--- src/hw/rtl/assert_macros.svh ---
// Assertion helpers shared by the packetizer modules.
`ifndef ASSERT_MACROS_SVH
`define ASSERT_MACROS_SVH

// Checks that a property holds at every rising clock edge outside reset.
`define FFP_ASSERT(label, clk, rst_n, prop) \
	label: assert property (@(posedge clk) disable iff (!(rst_n)) (prop)) \
		else $error("%m: check failed");

// Checks that a condition never becomes true outside reset.
`define FFP_NEVER(label, clk, rst_n, cond) \
	`FFP_ASSERT(label, clk, rst_n, !(cond))

`endif

--- src/hw/rtl/ffp_pkg.sv ---
package ffp_pkg;

	localparam int FRAME_SIZE_BITS = 24;
	localparam int CMP_W = (FRAME_SIZE_BITS > 16) ? FRAME_SIZE_BITS : 16;
	localparam int DIV_W = CMP_W + 1;
	localparam int DIV_CNT_W = $clog2(DIV_W);

	localparam int HDR_BYTES = 12;
	localparam logic [3:0] HDR_SEL_LAST = 4'(HDR_BYTES - 1);

	localparam int ADDR_W = 3;
	localparam logic REG_IDX_PAYLOAD_MAX = 1'b0;
	localparam logic [15:0] PAYLOAD_MAX_RESET = 16'd1400;

	typedef struct packed {
		logic [7:0]  data_byte;
		logic        start_of_frame;
		logic [31:0] frame_stamp;
		logic [23:0] frame_len;
	} src_word_t;

	typedef struct packed {
		logic [7:0]  out_byte;
		logic        end_of_packet;
		logic [16:0] packet_length;
	} pkt_word_t;

	typedef struct packed {
		logic       capture;
		logic       div_start;
		logic       frame_init;
		logic       load_chunk;
		logic       emit_hdr;
		logic       hdr_last;
		logic       emit_pay;
		logic [3:0] hdr_sel;
	} ffp_cmd_t;

	typedef struct packed {
		logic active;
		logic chunk_start;
		logic out_free;
		logic div_done;
	} ffp_stat_t;

endpackage

--- src/hw/rtl/ffp_div.sv ---
module ffp_div (
	input  logic                      clk,
	input  logic                      arst_n,
	input  logic                      start,
	input  logic [ffp_pkg::DIV_W-1:0] dividend,
	input  logic [15:0]               divisor,
	output logic                      done,
	output logic [ffp_pkg::DIV_W-1:0] quotient
);
	import ffp_pkg::*;

	logic                 busy_q;
	logic                 done_q;
	logic [DIV_CNT_W-1:0] cnt_q;
	logic [15:0]          rem_q;
	logic [DIV_W-1:0]     quo_q;
	logic [15:0]          divisor_q;
	logic [16:0]          rem_sh;
	logic [16:0]          rem_sub;
	logic                 ge;

	assign rem_sh  = {rem_q, quo_q[DIV_W-1]};
	assign ge      = rem_sh >= {1'b0, divisor_q};
	assign rem_sub = rem_sh - {1'b0, divisor_q};

	always_ff @(posedge clk or negedge arst_n) begin
		if (!arst_n) begin
			busy_q <= 1'b0;
			done_q <= 1'b0;
			cnt_q  <= '0;
		end else begin
			done_q <= 1'b0;
			if (start) begin
				busy_q <= 1'b1;
				cnt_q  <= '0;
			end else if (busy_q) begin
				cnt_q <= cnt_q + 1'b1;
				if (cnt_q == DIV_CNT_W'(DIV_W - 1)) begin
					busy_q <= 1'b0;
					done_q <= 1'b1;
				end
			end
		end
	end

	always_ff @(posedge clk) begin
		if (start) begin
			quo_q     <= dividend;
			rem_q     <= '0;
			divisor_q <= divisor;
		end else if (busy_q) begin
			quo_q <= {quo_q[DIV_W-2:0], ge};
			rem_q <= ge ? rem_sub[15:0] : rem_sh[15:0];
		end
	end

	assign done     = done_q;
	assign quotient = quo_q;

endmodule

--- src/hw/rtl/ffp_ctrl.sv ---
`include "assert_macros.svh"

module ffp_ctrl (
	input  logic               clk,
	input  logic               arst_n,
	input  logic               src_valid,
	input  logic               src_sof,
	output logic               src_stall,
	input  ffp_pkg::ffp_stat_t stat,
	output ffp_pkg::ffp_cmd_t  cmd
);
	import ffp_pkg::*;

	localparam logic [2:0] ST_IDLE = 3'd0;
	localparam logic [2:0] ST_DIV  = 3'd1;
	localparam logic [2:0] ST_EVAL = 3'd2;
	localparam logic [2:0] ST_HDR  = 3'd3;
	localparam logic [2:0] ST_PAY  = 3'd4;

	logic [2:0] state_q;
	logic [2:0] state_d;
	logic [3:0] hdr_cnt_q;
	logic [3:0] hdr_cnt_d;
	logic       accept;

	assign src_stall = state_q != ST_IDLE;
	assign accept    = src_valid && (state_q == ST_IDLE);

	always_comb begin
		state_d     = state_q;
		hdr_cnt_d   = hdr_cnt_q;
		cmd         = '0;
		cmd.hdr_sel = hdr_cnt_q;
		case (state_q)
			ST_IDLE: begin
				if (accept) begin
					cmd.capture = 1'b1;
					if (src_sof) begin
						cmd.div_start = 1'b1;
						state_d       = ST_DIV;
					end else if (stat.active && stat.chunk_start) begin
						cmd.load_chunk = 1'b1;
						hdr_cnt_d      = '0;
						state_d        = ST_HDR;
					end else if (stat.active) begin
						state_d = ST_PAY;
					end
				end
			end
			ST_DIV: begin
				if (stat.div_done) begin
					cmd.frame_init = 1'b1;
					state_d        = ST_EVAL;
				end
			end
			ST_EVAL: begin
				if (stat.active && stat.chunk_start) begin
					cmd.load_chunk = 1'b1;
					hdr_cnt_d      = '0;
					state_d        = ST_HDR;
				end else if (stat.active) begin
					state_d = ST_PAY;
				end else begin
					state_d = ST_IDLE;
				end
			end
			ST_HDR: begin
				if (stat.out_free) begin
					cmd.emit_hdr = 1'b1;
					hdr_cnt_d    = hdr_cnt_q + 1'b1;
					if (hdr_cnt_q == HDR_SEL_LAST) begin
						cmd.hdr_last = 1'b1;
						state_d      = ST_PAY;
					end
				end
			end
			ST_PAY: begin
				if (stat.out_free) begin
					cmd.emit_pay = 1'b1;
					state_d      = ST_IDLE;
				end
			end
			default: begin
				state_d = ST_IDLE;
			end
		endcase
	end

	always_ff @(posedge clk or negedge arst_n) begin
		if (!arst_n) begin
			state_q   <= ST_IDLE;
			hdr_cnt_q <= '0;
		end else begin
			state_q   <= state_d;
			hdr_cnt_q <= hdr_cnt_d;
		end
	end

	`FFP_ASSERT(a_emit_needs_room, clk, arst_n, (cmd.emit_hdr || cmd.emit_pay) |-> stat.out_free)
	`FFP_ASSERT(a_done_in_div, clk, arst_n, stat.div_done |-> (state_q == ST_DIV))
	`FFP_NEVER(a_hdr_count_range, clk, arst_n, (state_q == ST_HDR) && (hdr_cnt_q > HDR_SEL_LAST))

endmodule

--- src/hw/rtl/ffp_dp.sv ---
`include "assert_macros.svh"

module ffp_dp (
	input  logic               clk,
	input  logic               arst_n,
	input  ffp_pkg::src_word_t src_word,
	input  logic [15:0]        payload_max,
	input  ffp_pkg::ffp_cmd_t  cmd,
	output ffp_pkg::ffp_stat_t stat,
	output logic               pkt_valid,
	input  logic               pkt_stall,
	output ffp_pkg::pkt_word_t pkt_word
);
	import ffp_pkg::*;

	logic [7:0]                 data_q;
	logic [31:0]                pend_ts_q;
	logic [FRAME_SIZE_BITS-1:0] pend_size_q;
	logic [31:0]                seq_q;
	logic [31:0]                ts_q;
	logic [FRAME_SIZE_BITS-1:0] remaining_q;
	logic [15:0]                frag_idx_q;
	logic [15:0]                frag_cnt_q;
	logic [15:0]                chunk_pos_q;
	logic                       dropped_q;
	logic [15:0]                frame_pmax_q;
	logic [15:0]                cur_chunk_q;
	logic                       pkt_valid_q;
	pkt_word_t                  pkt_word_q;

	logic [FRAME_SIZE_BITS-1:0] size_in;
	logic [DIV_W-1:0]           dividend;
	logic [DIV_W-1:0]           quotient;
	logic                       div_done;
	logic                       drop_frame;
	logic [15:0]                chunk_len;
	logic                       last_byte;
	logic [7:0]                 hdr_byte;
	logic [16:0]                pkt_len;

	assign size_in  = FRAME_SIZE_BITS'(src_word.frame_len);
	assign dividend = DIV_W'(size_in) + DIV_W'(payload_max) - DIV_W'(1);

	ffp_div u_div (
		.clk      (clk),
		.arst_n   (arst_n),
		.start    (cmd.div_start),
		.dividend (dividend),
		.divisor  (payload_max),
		.done     (div_done),
		.quotient (quotient)
	);

	assign drop_frame = (payload_max == '0) || (pend_size_q == '0) || ((quotient >> 16) != '0);
	assign chunk_len  = (CMP_W'(remaining_q) < CMP_W'(frame_pmax_q)) ? 16'(remaining_q)
	                                                                 : frame_pmax_q;
	assign last_byte  = ({1'b0, chunk_pos_q} + 17'd1) >= {1'b0, cur_chunk_q};
	assign pkt_len    = 17'(cur_chunk_q) + 17'(HDR_BYTES);

	always_comb begin
		case (cmd.hdr_sel)
			4'd0:    hdr_byte = seq_q[31:24];
			4'd1:    hdr_byte = seq_q[23:16];
			4'd2:    hdr_byte = seq_q[15:8];
			4'd3:    hdr_byte = seq_q[7:0];
			4'd4:    hdr_byte = ts_q[31:24];
			4'd5:    hdr_byte = ts_q[23:16];
			4'd6:    hdr_byte = ts_q[15:8];
			4'd7:    hdr_byte = ts_q[7:0];
			4'd8:    hdr_byte = frag_idx_q[15:8];
			4'd9:    hdr_byte = frag_idx_q[7:0];
			4'd10:   hdr_byte = frag_cnt_q[15:8];
			4'd11:   hdr_byte = frag_cnt_q[7:0];
			default: hdr_byte = '0;
		endcase
	end

	always_ff @(posedge clk) begin
		if (cmd.capture) begin
			data_q      <= src_word.data_byte;
			pend_ts_q   <= src_word.frame_stamp;
			pend_size_q <= size_in;
		end
	end

	always_ff @(posedge clk or negedge arst_n) begin
		if (!arst_n) begin
			seq_q        <= '0;
			ts_q         <= '0;
			remaining_q  <= '0;
			frag_idx_q   <= '0;
			frag_cnt_q   <= '0;
			chunk_pos_q  <= '0;
			dropped_q    <= 1'b0;
			frame_pmax_q <= '0;
			cur_chunk_q  <= '0;
		end else begin
			if (cmd.frame_init) begin
				ts_q         <= pend_ts_q;
				chunk_pos_q  <= '0;
				frag_idx_q   <= '0;
				cur_chunk_q  <= '0;
				frame_pmax_q <= payload_max;
				dropped_q    <= drop_frame;
				remaining_q  <= drop_frame ? '0 : pend_size_q;
				frag_cnt_q   <= drop_frame ? '0 : 16'(quotient);
			end
			if (cmd.load_chunk) begin
				cur_chunk_q <= chunk_len;
			end
			if (cmd.hdr_last) begin
				seq_q <= seq_q + 32'd1;
			end
			if (cmd.emit_pay) begin
				remaining_q <= remaining_q - 1'b1;
				if (last_byte) begin
					chunk_pos_q <= '0;
					frag_idx_q  <= frag_idx_q + 16'd1;
				end else begin
					chunk_pos_q <= chunk_pos_q + 16'd1;
				end
			end
		end
	end

	always_ff @(posedge clk or negedge arst_n) begin
		if (!arst_n) begin
			pkt_valid_q <= 1'b0;
		end else if (cmd.emit_hdr || cmd.emit_pay) begin
			pkt_valid_q <= 1'b1;
		end else if (!pkt_stall) begin
			pkt_valid_q <= 1'b0;
		end
	end

	always_ff @(posedge clk) begin
		if (cmd.emit_hdr) begin
			pkt_word_q.out_byte      <= hdr_byte;
			pkt_word_q.end_of_packet <= 1'b0;
			pkt_word_q.packet_length <= pkt_len;
		end else if (cmd.emit_pay) begin
			pkt_word_q.out_byte      <= data_q;
			pkt_word_q.end_of_packet <= last_byte;
			pkt_word_q.packet_length <= pkt_len;
		end
	end

	assign stat.active      = !dropped_q && (remaining_q != '0);
	assign stat.chunk_start = chunk_pos_q == '0;
	assign stat.out_free    = !pkt_valid_q || !pkt_stall;
	assign stat.div_done    = div_done;

	assign pkt_valid = pkt_valid_q;
	assign pkt_word  = pkt_word_q;

	`FFP_ASSERT(a_pay_has_chunk, clk, arst_n, cmd.emit_pay |-> (cur_chunk_q != '0))
	`FFP_ASSERT(a_pay_inside_chunk, clk, arst_n, cmd.emit_pay |-> (chunk_pos_q < cur_chunk_q))
	`FFP_ASSERT(a_word_held, clk, arst_n, (pkt_valid_q && pkt_stall) |=> (pkt_valid_q && $stable(pkt_word_q)))

endmodule

--- src/hw/rtl/frame_fragment_packetizer.sv ---
// Splits a byte-wide frame into fragment packets of at most payload_max payload bytes, each
// preceded by a 12-byte big-endian header (sequence number, timestamp, fragment index, fragment
// total). A word flagged start_of_frame starts a new frame, and its first output word waits for the
// bit-serial divider that works out the fragment total one quotient bit per cycle; the first byte
// of each fragment then takes 13 output words, and every other byte is first accepted and then
// loaded into the output register. Frames with a zero size, a zero payload_max or more than 65535
// fragments give no output. payload_max is sampled at frame start.
module frame_fragment_packetizer (
	input  logic                            clk,
	input  logic                            arst_n,
	input  logic                            src_valid,
	output logic                            src_stall,
	input  ffp_pkg::src_word_t              src_word,
	output logic                            pkt_valid,
	input  logic                            pkt_stall,
	output ffp_pkg::pkt_word_t              pkt_word,
	input  logic                            psel,
	input  logic                            penable,
	input  logic                            pwrite,
	input  logic [ffp_pkg::ADDR_W-1:0]      paddr,
	input  logic [31:0]                     pwdata,
	output logic [31:0]                     prdata,
	output logic                            pready
);
	import ffp_pkg::*;

	logic [15:0] payload_max_q;
	ffp_cmd_t    cmd;
	ffp_stat_t   stat;

	assign pready = 1'b1;
	assign prdata = (paddr[2] == REG_IDX_PAYLOAD_MAX) ? {16'd0, payload_max_q} : 32'd0;

	always_ff @(posedge clk or negedge arst_n) begin
		if (!arst_n) begin
			payload_max_q <= PAYLOAD_MAX_RESET;
		end else if (psel && penable && pwrite && pready
		             && (paddr[2] == REG_IDX_PAYLOAD_MAX)) begin
			payload_max_q <= pwdata[15:0];
		end
	end

	ffp_ctrl u_ctrl (
		.clk       (clk),
		.arst_n    (arst_n),
		.src_valid (src_valid),
		.src_sof   (src_word.start_of_frame),
		.src_stall (src_stall),
		.stat      (stat),
		.cmd       (cmd)
	);

	ffp_dp u_dp (
		.clk         (clk),
		.arst_n      (arst_n),
		.src_word    (src_word),
		.payload_max (payload_max_q),
		.cmd         (cmd),
		.stat        (stat),
		.pkt_valid   (pkt_valid),
		.pkt_stall   (pkt_stall),
		.pkt_word    (pkt_word)
	);

endmodule

--- config.mk ---
export PLATFORM = sky130hd
export DESIGN_NAME = frame_fragment_packetizer
export DESIGN_NICKNAME = d
export VERILOG_FILES = /design/src/hw/rtl/ffp_pkg.sv /design/src/hw/rtl/ffp_div.sv /design/src/hw/rtl/ffp_ctrl.sv /design/src/hw/rtl/ffp_dp.sv /design/src/hw/rtl/frame_fragment_packetizer.sv
export VERILOG_INCLUDE_DIRS = /design/src /design/src/hw/rtl
export SDC_FILE = /design/constraint.sdc
export NUM_CORES = 1
export LEC_CHECK = 0
export ABC_CLOCK_PERIOD_IN_PS = 9800
export BUFFER_PORTS_ARGS = -buffer_cell sky130_fd_sc_hd__buf_2
export CAP_MARGIN = 20
export CORE_ASPECT_RATIO = 1.25
export CORE_MARGIN = 5
export CORE_UTILIZATION = 55
export DETAILED_ROUTE_END_ITERATION = 7
export GPL_TIMING_DRIVEN = 0
export PLACE_DENSITY = 0.75
export SETUP_SLACK_MARGIN = 0.05
export SKIP_LAST_GASP = 1
export SLEW_MARGIN = 5
export SYNTH_ARGS = -nofsm -noshare
export SYNTH_HDL_FRONTEND = slang
export SYNTH_SLANG_ARGS = --single-unit
--- constraint.sdc ---
create_clock -name clk -period 9.8 [get_ports clk]
set_input_delay 0.49 -clock clk [delete_from_list [all_inputs] [get_ports clk]]
set_output_delay 0.49 -clock clk [all_outputs]
set_load 0.05 [all_outputs]
==> flow_summary.toml, run 1 <==
[power]
pwr-share-comb = 0.370
p_switching_w = 0.002201
p_leak_nw = 9.659
vdd_drop_max_uv = 188.8
p_int_w = 0.003489
sw_frac_of_total = 0.3868
p_seq_frac = 0.396
p_clk_frac = 0.235
power_density_nw_per_um2 = 267.9

[critical_path]
path_buf_inv = 2
crit_chain = "ha_1, and4_1, nand2_1, inv_1, and3_1, xor2_1, ha_1, a21o_1, a21o_1, a2111oi_2, o21ai_1, a31o_4, a211oi_4, buf_6, a21boi_1, a21o_1"
critPathRequiredTime_ns = 10.27
path_class = "flip-flop to flip-flop"
crit_path_end_kind = "flip-flop"
start_kind = "flip-flop"
crit_top_cell = "a21o_1"
worstPathArrival_ns = 4.44
slowest_delay_ns = 0.43
critical_path.max_fanout = 10
crit_family = "compound AO/OA/AOI/OAI gates"
cpMaxStageDelayCell = "dfrtp_1"

[clocking]
clock-root-buffer = "clkbuf_16"
clk_pin_slew_ns = 0.06
postCtsSetupBuffers = 0
tritoncts = "yes"
cts_hold_buf = 0
cts_resized = 0
cts_max_level = 2
clk_latency_ns = 0.54
cts_buffer_depth = 3
cts_buffers = 36
cts_sinks = 347

[cells_and_area]
n_fill_cell = 2720
syn_to_final_growth_pct = 13.00
multi_input_area_sq_um = 8549
final_layout_size_suffix_gt1_frac = 0.1385
final_area_sq_um = 21240
diodes = 0
final_util = 0.6303
ff_latch_area_sq_um = 9256
nets = 2266

[synth]
synth_mux_area_frac = 0.03309
synth_edf_count = 130
yosysMostFrequentCell = "nand2_1"
synth_top_flop_cell = "dfrtp_1"
ys_seq_area_frac = 0.4926
synth_compound_area_frac = 0.1483
yosys_register_bits = 347
synth_top_area_cell = "dfrtp_1"
synthAdderAreaFrac = 0.06738
synth_top_family_by_area = "simple AND/OR/NAND/NOR gates"
syn_area_sq_um = 18790
synth_top_cells_by_area = "dfrtp_1 (26%), edfxtp_1 (21%), ha_1 (6.5%)"
synth_top_area_share = 0.2583
synthSimpleGateAreaFrac = 0.1607
async_reset_ff_frac = 0.5764
synthDistinctLibCells = 91
synth_warnings = 0
synthXorXnorAreaFrac = 0.04195
synthCells = 1873
synth_common_cells = "nand2_1 (262), dfrtp_1 (194), inv_1 (145)"
syn_area_per_cell_sq_um = 10.03

[die]
die-area_sq_um = 37990
ios = 168
initial_utilization = 0.5578
coreArea_sq_um = 33690
die-height_um = 216.7
rows = 75
die_width_um = 175.3

[placed_design]
dp_hpwl_um = 36410
io_buffers = 131
dpl_cell_area_sq_um = 20090
gp_congestion = 0.9630

[grt]
top_usage_layer = "met2"
grt_pass1_vias = 14900
grt_overflow = 0
grtUsageMet3 = 0.03329
use_met1 = 0.3372
grt_use_met2 = 0.4332
antenna_found_initial = 0
grt_max_degree = 103
track_usage = 0.2544
grt_pass1_wl_um = 78230

[route]
drt_iter0_markers = 1432
vias_per_cell = 5.910
num_vias = 14840
drt-total-wl_um = 48590
antenna_left = 0
drcViolationCount = 0
dr.pass1.iters = 5
drt-wirelength-per-cell_um = 19.36

[status]
status = "complete, no violations"

[timing]
maxSlewHeadroom = 0.3376
finalCriticalPeriod_ns = 3.967
max_freq_ghz = 0.2521
finalMaxSlewViolations = 0
layout_worst_path_cycle_share = 0.4048
tightest_slew_ns = 0.9861
rsz0062_at_grt = "no"
tns_ns = 0
clock_skew_ns = 0.02600
hold_viol_final = 0
setup_viol = 0

[worst_hold_path]
hp-class = "input port to async pin"

[flow_run]
drv_cap = 0
-- path summary, 6_finish.rpt --
path / start / cells after the start / slack [ns] / to
setup / recovery: u_dp.chunk_pos_q[0]$_DFFE_PN0P_ / 16 / 5.83 / u_dp.chunk_pos_q[14]$_DFFE_PN0P_
hold / removal: arst_n / 1 / 0.02 / u_dp.ts_q[12]$_DFFE_PN0P_
setup reg to reg: u_dp.chunk_pos_q[0]$_DFFE_PN0P_ / 16 / 5.83 / u_dp.chunk_pos_q[14]$_DFFE_PN0P_
hold reg to reg: u_dp.pend_ts_q[11]$_DFFE_PP_ / 2 / 0.44 / u_dp.ts_q[11]$_DFFE_PN0P_
max in group asynchronous: arst_n / 2 / 8.78 / u_dp.chunk_pos_q[10]$_DFFE_PN0P_
min in group clk: src_word[25] / 1 / 0.12 / u_dp.pend_ts_q[1]$_DFFE_PP_
-- sequential cells by signal, indices dropped and copies added, names as in the netlist, 24 cells and up --
name                 count
u_dp.remaining_q        24
u_dp.pkt_word           26
u_dp.seq_q              32
u_dp.pend_ts_q          32
u_dp.ts_q               32
u_dp.u_div.quotient     25
u_dp.pend_size_q        24
-- cells by family (layout without fill, tap and decap cells) --
| family | Yosys count | count (layout) |
|---|---|---|
| AO/OA/AOI/OAI | 405 | 405 |
| XOR/XNOR | 90 | 90 |
| adder cells (fa/ha/maj) | 100 | 100 |
| buffers and inverters | 243 | 442 |
| flip-flops | 347 | 347 |
| multiplexers | 59 | 59 |
| other | 2 | 17 |
| AND/OR/NAND/NOR | 627 | 627 |
-- cell type report --
class                           count  share of cell area
Tap cell                          423             0.02492
Clock inverter                     14            0.004890
Inverter                          146             0.02581
Timing Repair Buffer              133             0.03335
Buffer                             97             0.02339
Clock buffer                       52             0.04914
Sequential cell                   347              0.4359
Multi-Input combinational cell   1298              0.4026
-- power by group through the flow --
stage	clock, W	sequential [W]	combinational, W
2_1_floorplan	0	0.00227	0.00147
6_report	0.00133	0.00225	0.00210
3_5_place_dp	0	0.00227	0.00208
4_1_cts	0.00135	0.00224	0.00210
5_1_grt	0.00142	0.00229	0.00234
3_3_place_gp	0	0.00226	0.00201
-- layout by cell type (no fill, tap or decap), types with 15 or more instances in the layout --
cell type	synthesis	layout
a22oi_1	15	15
buf_4	20	20
xor2_1	35	35
mux2i_1	34	34
a21o_1	28	28
mux2_2	25	25
o21ai_0	90	90
nand2_1	262	262
clkbuf_16	0	38
buf_2	10	140
clkbuf_1	55	65
a22o_1	35	35
xnor2_1	55	55
inv_1	145	145
conb_1	2	17
a211o_1	16	16
nor2_1	116	116
nor4_1	19	19
edfxtp_1	130	130
nand4_1	18	18
nor3_1	32	32
nand3_1	49	49
dfxtp_1	17	17
a21oi_1	89	89
ha_1	98	98
nand2b_1	16	16
and3_1	32	32
dfrtp_1	194	194
-- layer usage --
layer	vias to the layer above	wire, um
met5	-	0
met4	0	1655
met3	109	2957
met2	558	23560
met1	7158	20420
li1	7010	-
-- through the flow --
step           worst slack, ns  total power, W  std cells  hold WS (ns)
3_5_place_dp             5.872        0.004344       2444        0.4229
4_1_cts                  5.852        0.005693       2510       0.03843
6_report                 5.833        0.005690       2510       0.02361
2_1_floorplan            5.694        0.003741       1888        0.1944
5_1_grt                  5.573        0.006042       2510       0.07717
3_3_place_gp             4.152        0.004267       2442        0.4238
Note: power is estimated with default switching activity, not from simulation.
==> run 2: changes to the inputs <==
--- a/config.mk
+++ b/config.mk
@@ -6,7 +6,7 @@
 export SDC_FILE = /design/constraint.sdc
 export NUM_CORES = 1
 export LEC_CHECK = 0
-export ABC_CLOCK_PERIOD_IN_PS = 9800
+export ABC_CLOCK_PERIOD_IN_PS = 3280
 export BUFFER_PORTS_ARGS = -buffer_cell sky130_fd_sc_hd__buf_2
 export CAP_MARGIN = 20
 export CORE_ASPECT_RATIO = 1.25
@@ -14,7 +14,7 @@
 export CORE_UTILIZATION = 55
 export DETAILED_ROUTE_END_ITERATION = 7
 export GPL_TIMING_DRIVEN = 0
-export PLACE_DENSITY = 0.75
+export PLACE_DENSITY = 0.78
 export SETUP_SLACK_MARGIN = 0.05
 export SKIP_LAST_GASP = 1
 export SLEW_MARGIN = 5
==> constraint.sdc (replaced) <==
create_clock -name clk -period 3.28 [get_ports clk]
set_input_delay 0.164 -clock clk [delete_from_list [all_inputs] [get_ports clk]]
set_output_delay 0.164 -clock clk [all_outputs]
set_load 0.05 [all_outputs]
==> run 2 against run 1 <==
  * Core utilization grew 4.2 points
  * Sequential power grew to 3.0 times the previous value
  * Clock power grew to 2.9 times the previous value
  * Clock-buffer cell count shrank 3
  * Critical path depth shrank 2
  * Power grew to 3.1 times the previous value
  * Combinational power grew to 3.3 times the previous value
  * Flip-flop and latch count is the same
  * Global-route usage grew 1.3 points
  * Clock skew shrank 0.00056 ns
  * Worst hold slack gained 0.068 ns
  * The run now ends with setup timing left
  * Largest cell class unchanged
==> flow_summary.toml, run 2 (synthesis results as in run 1) <==
[status]
status = "finished with violations"
violations = "setup timing"

[cells_and_area]
final_common_cell = "nand2_1"
final_area_sq_um = 22670
final_util = 0.6728
final_layout_size_suffix_gt1_frac = 0.1714
syn_to_final_growth_pct = 20.62
reg.largest.list = "u_dp.pend_ts_q (32), u_dp.seq_q (32), u_dp.ts_q (32)"
n_fill_cell = 2506
nets = 2380
mostFrequentLayoutCells = "nand2_1 (261), dfrtp_1 (187), inv_1 (139)"

[clocking]
clk_pin_slew_ns = 0.06
cts_sinks = 347
clock-root-buffer = "clkbuf_16"
cts_max_level = 2
tritoncts = "yes"
clk_latency_ns = 0.54
cts_buffers = 35
cts_buffer_depth = 3

[route]
drt-total-wl_um = 52290
antenna_left = 0
dr.pass1.iters = 6
num_vias = 15610
vias_per_cell = 5.949
drcViolationCount = 0
drt-wirelength-per-cell_um = 19.93
drt_iter0_markers = 1502

[critical_path]
worstPathArrival_ns = 3.91
ff2ff_path_depth = 14
start_kind = "flip-flop"
critical_path.max_fanout = 8
r2r_slack_ns = -0.20
crit_path_end_kind = "flip-flop"
path_class = "flip-flop to flip-flop"
critPathRequiredTime_ns = 3.71

[timing]
finalCriticalPeriod_ns = 3.481
worst_slack_ns = -0.2014
layout_worst_path_cycle_share = 1.061
maxSlewHeadroom = 0.3158
finalMaxSlewViolations = 0
clock_skew_ns = 0.02545
tightest_slew_ns = 1.018
rsz0062_at_grt = "yes"
setup_viol = 43
max_freq_ghz = 0.2872
hold_viol_final = 0
tns_ns = -5.119

[placed_design]
dp_hpwl_um = 36240
io_buffers = 131
dpl_cell_area_sq_um = 20120
gp_congestion = 0.9376

[die]
ios = 168
die-area_sq_um = 37990
die-height_um = 216.7
die_width_um = 175.3
coreArea_sq_um = 33690
initial_utilization = 0.5578
rows = 75

[grt]
grt_overflow = 0
grt_pass1_wl_um = 81650
antenna_found_initial = 1
grt_pass1_vias = 15600
grt_max_degree = 103
track_usage = 0.2675

[worst_hold_path]
hp-class = "input port to flip-flop"
hold_path_depth = 3

[power]
vdd_drop_max_uv = 429.3
p_leak_nw = 10.20
power_density_nw_per_um2 = 770.8

[flow_run]
drv_cap = 0
run 2: area by class of cell:
class | count | area (sq um) | area share
Timing Repair inverter | 1 | 5.005 | 0.0002208
Clock buffer | 49 | 993.5 | 0.04383
Timing Repair Buffer | 249 | 1832 | 0.08081
Buffer | 94 | 510.5 | 0.02252
Antenna cell | 1 | 2.502 | 0.0001104
Sequential cell | 347 | 9265 | 0.4088
Multi-Input combinational cell | 1299 | 8866 | 0.3911
Inverter | 146 | 551.8 | 0.02434
Tap cell | 423 | 529.3 | 0.02335
Clock inverter | 15 | 111.4 | 0.004913
run 2: per-stage QoR:
stage                     total power, W  hold WS, ns  instances  worst slack, ns
after global placement           0.01278       0.3415       2442           -1.364
after detailed placement         0.01301       0.2652       2444          -0.5917
after floorplan                  0.01118      -0.1316       1888         -0.01458
after global routing             0.01845       0.1188       2624          -0.3130
after CTS                        0.01718      0.06979       2607          -0.1334
final                            0.01747      0.09200       2624          -0.2014
run 2: where the power goes:
group	internal [W]	switching [W]	total, W
clock	0.00221	0.00169	0.00390
combinational	0.00262	0.00422	0.00683
sequential	0.00581	0.000929	0.00674
total	0.0106	0.00684	0.0175
run 2: path summary, 6_finish.rpt:
path | startpoint | to
min reg2reg | u_dp.pend_ts_q[15]$_DFFE_PP_ | u_dp.ts_q[15]$_DFFE_PN0P_
min in group asynchronous | arst_n | u_dp.ts_q[12]$_DFFE_PN0P_
min | src_word[56] | u_ctrl.state_q[0]$_DFFE_PN0P_
max in group asynchronous | arst_n | u_dp.chunk_pos_q[7]$_DFFE_PN0P_
max | u_dp.chunk_pos_q[1]$_DFFE_PN0P_ | u_dp.frag_idx_q[13]$_DFF_PN0_
max reg2reg | u_dp.chunk_pos_q[1]$_DFFE_PN0P_ | u_dp.frag_idx_q[13]$_DFF_PN0_
run 2: per-layer routing:
metal / track usage / share of wire / up-vias
li1: - / - / 7234
met1: 0.3408 / 0.39 / 7484
met2: 0.4406 / 0.48 / 717
met3: 0.05437 / 0.083 / 174
met4: 0.1250 / 0.048 / 0
met5: 0 / 0 / -
run 2: what timing repair did:
item                                   CTS  global route
hold buffers                            82             0
endpoints found under the hold margin  182             0
resized for setup                       49            41
setup endpoints to repair               73            93
buffers inserted                        15            16
cloned                                   2             3
pin swaps                               12            25
run 2: critical path, stage by stage (launching register included):
cell       delay, ns
dfrtp_1         0.44
ha_4            0.16
and4_4          0.24
nand2_1         0.13
xnor2_2         0.17
ha_1            0.29
a21o_1          0.18
a21o_1          0.18
a2111oi_2       0.35
o21ai_1         0.16
a31o_4          0.28
o21bai_4        0.27
buf_6           0.19
nor3_1          0.06
a211o_1         0.26
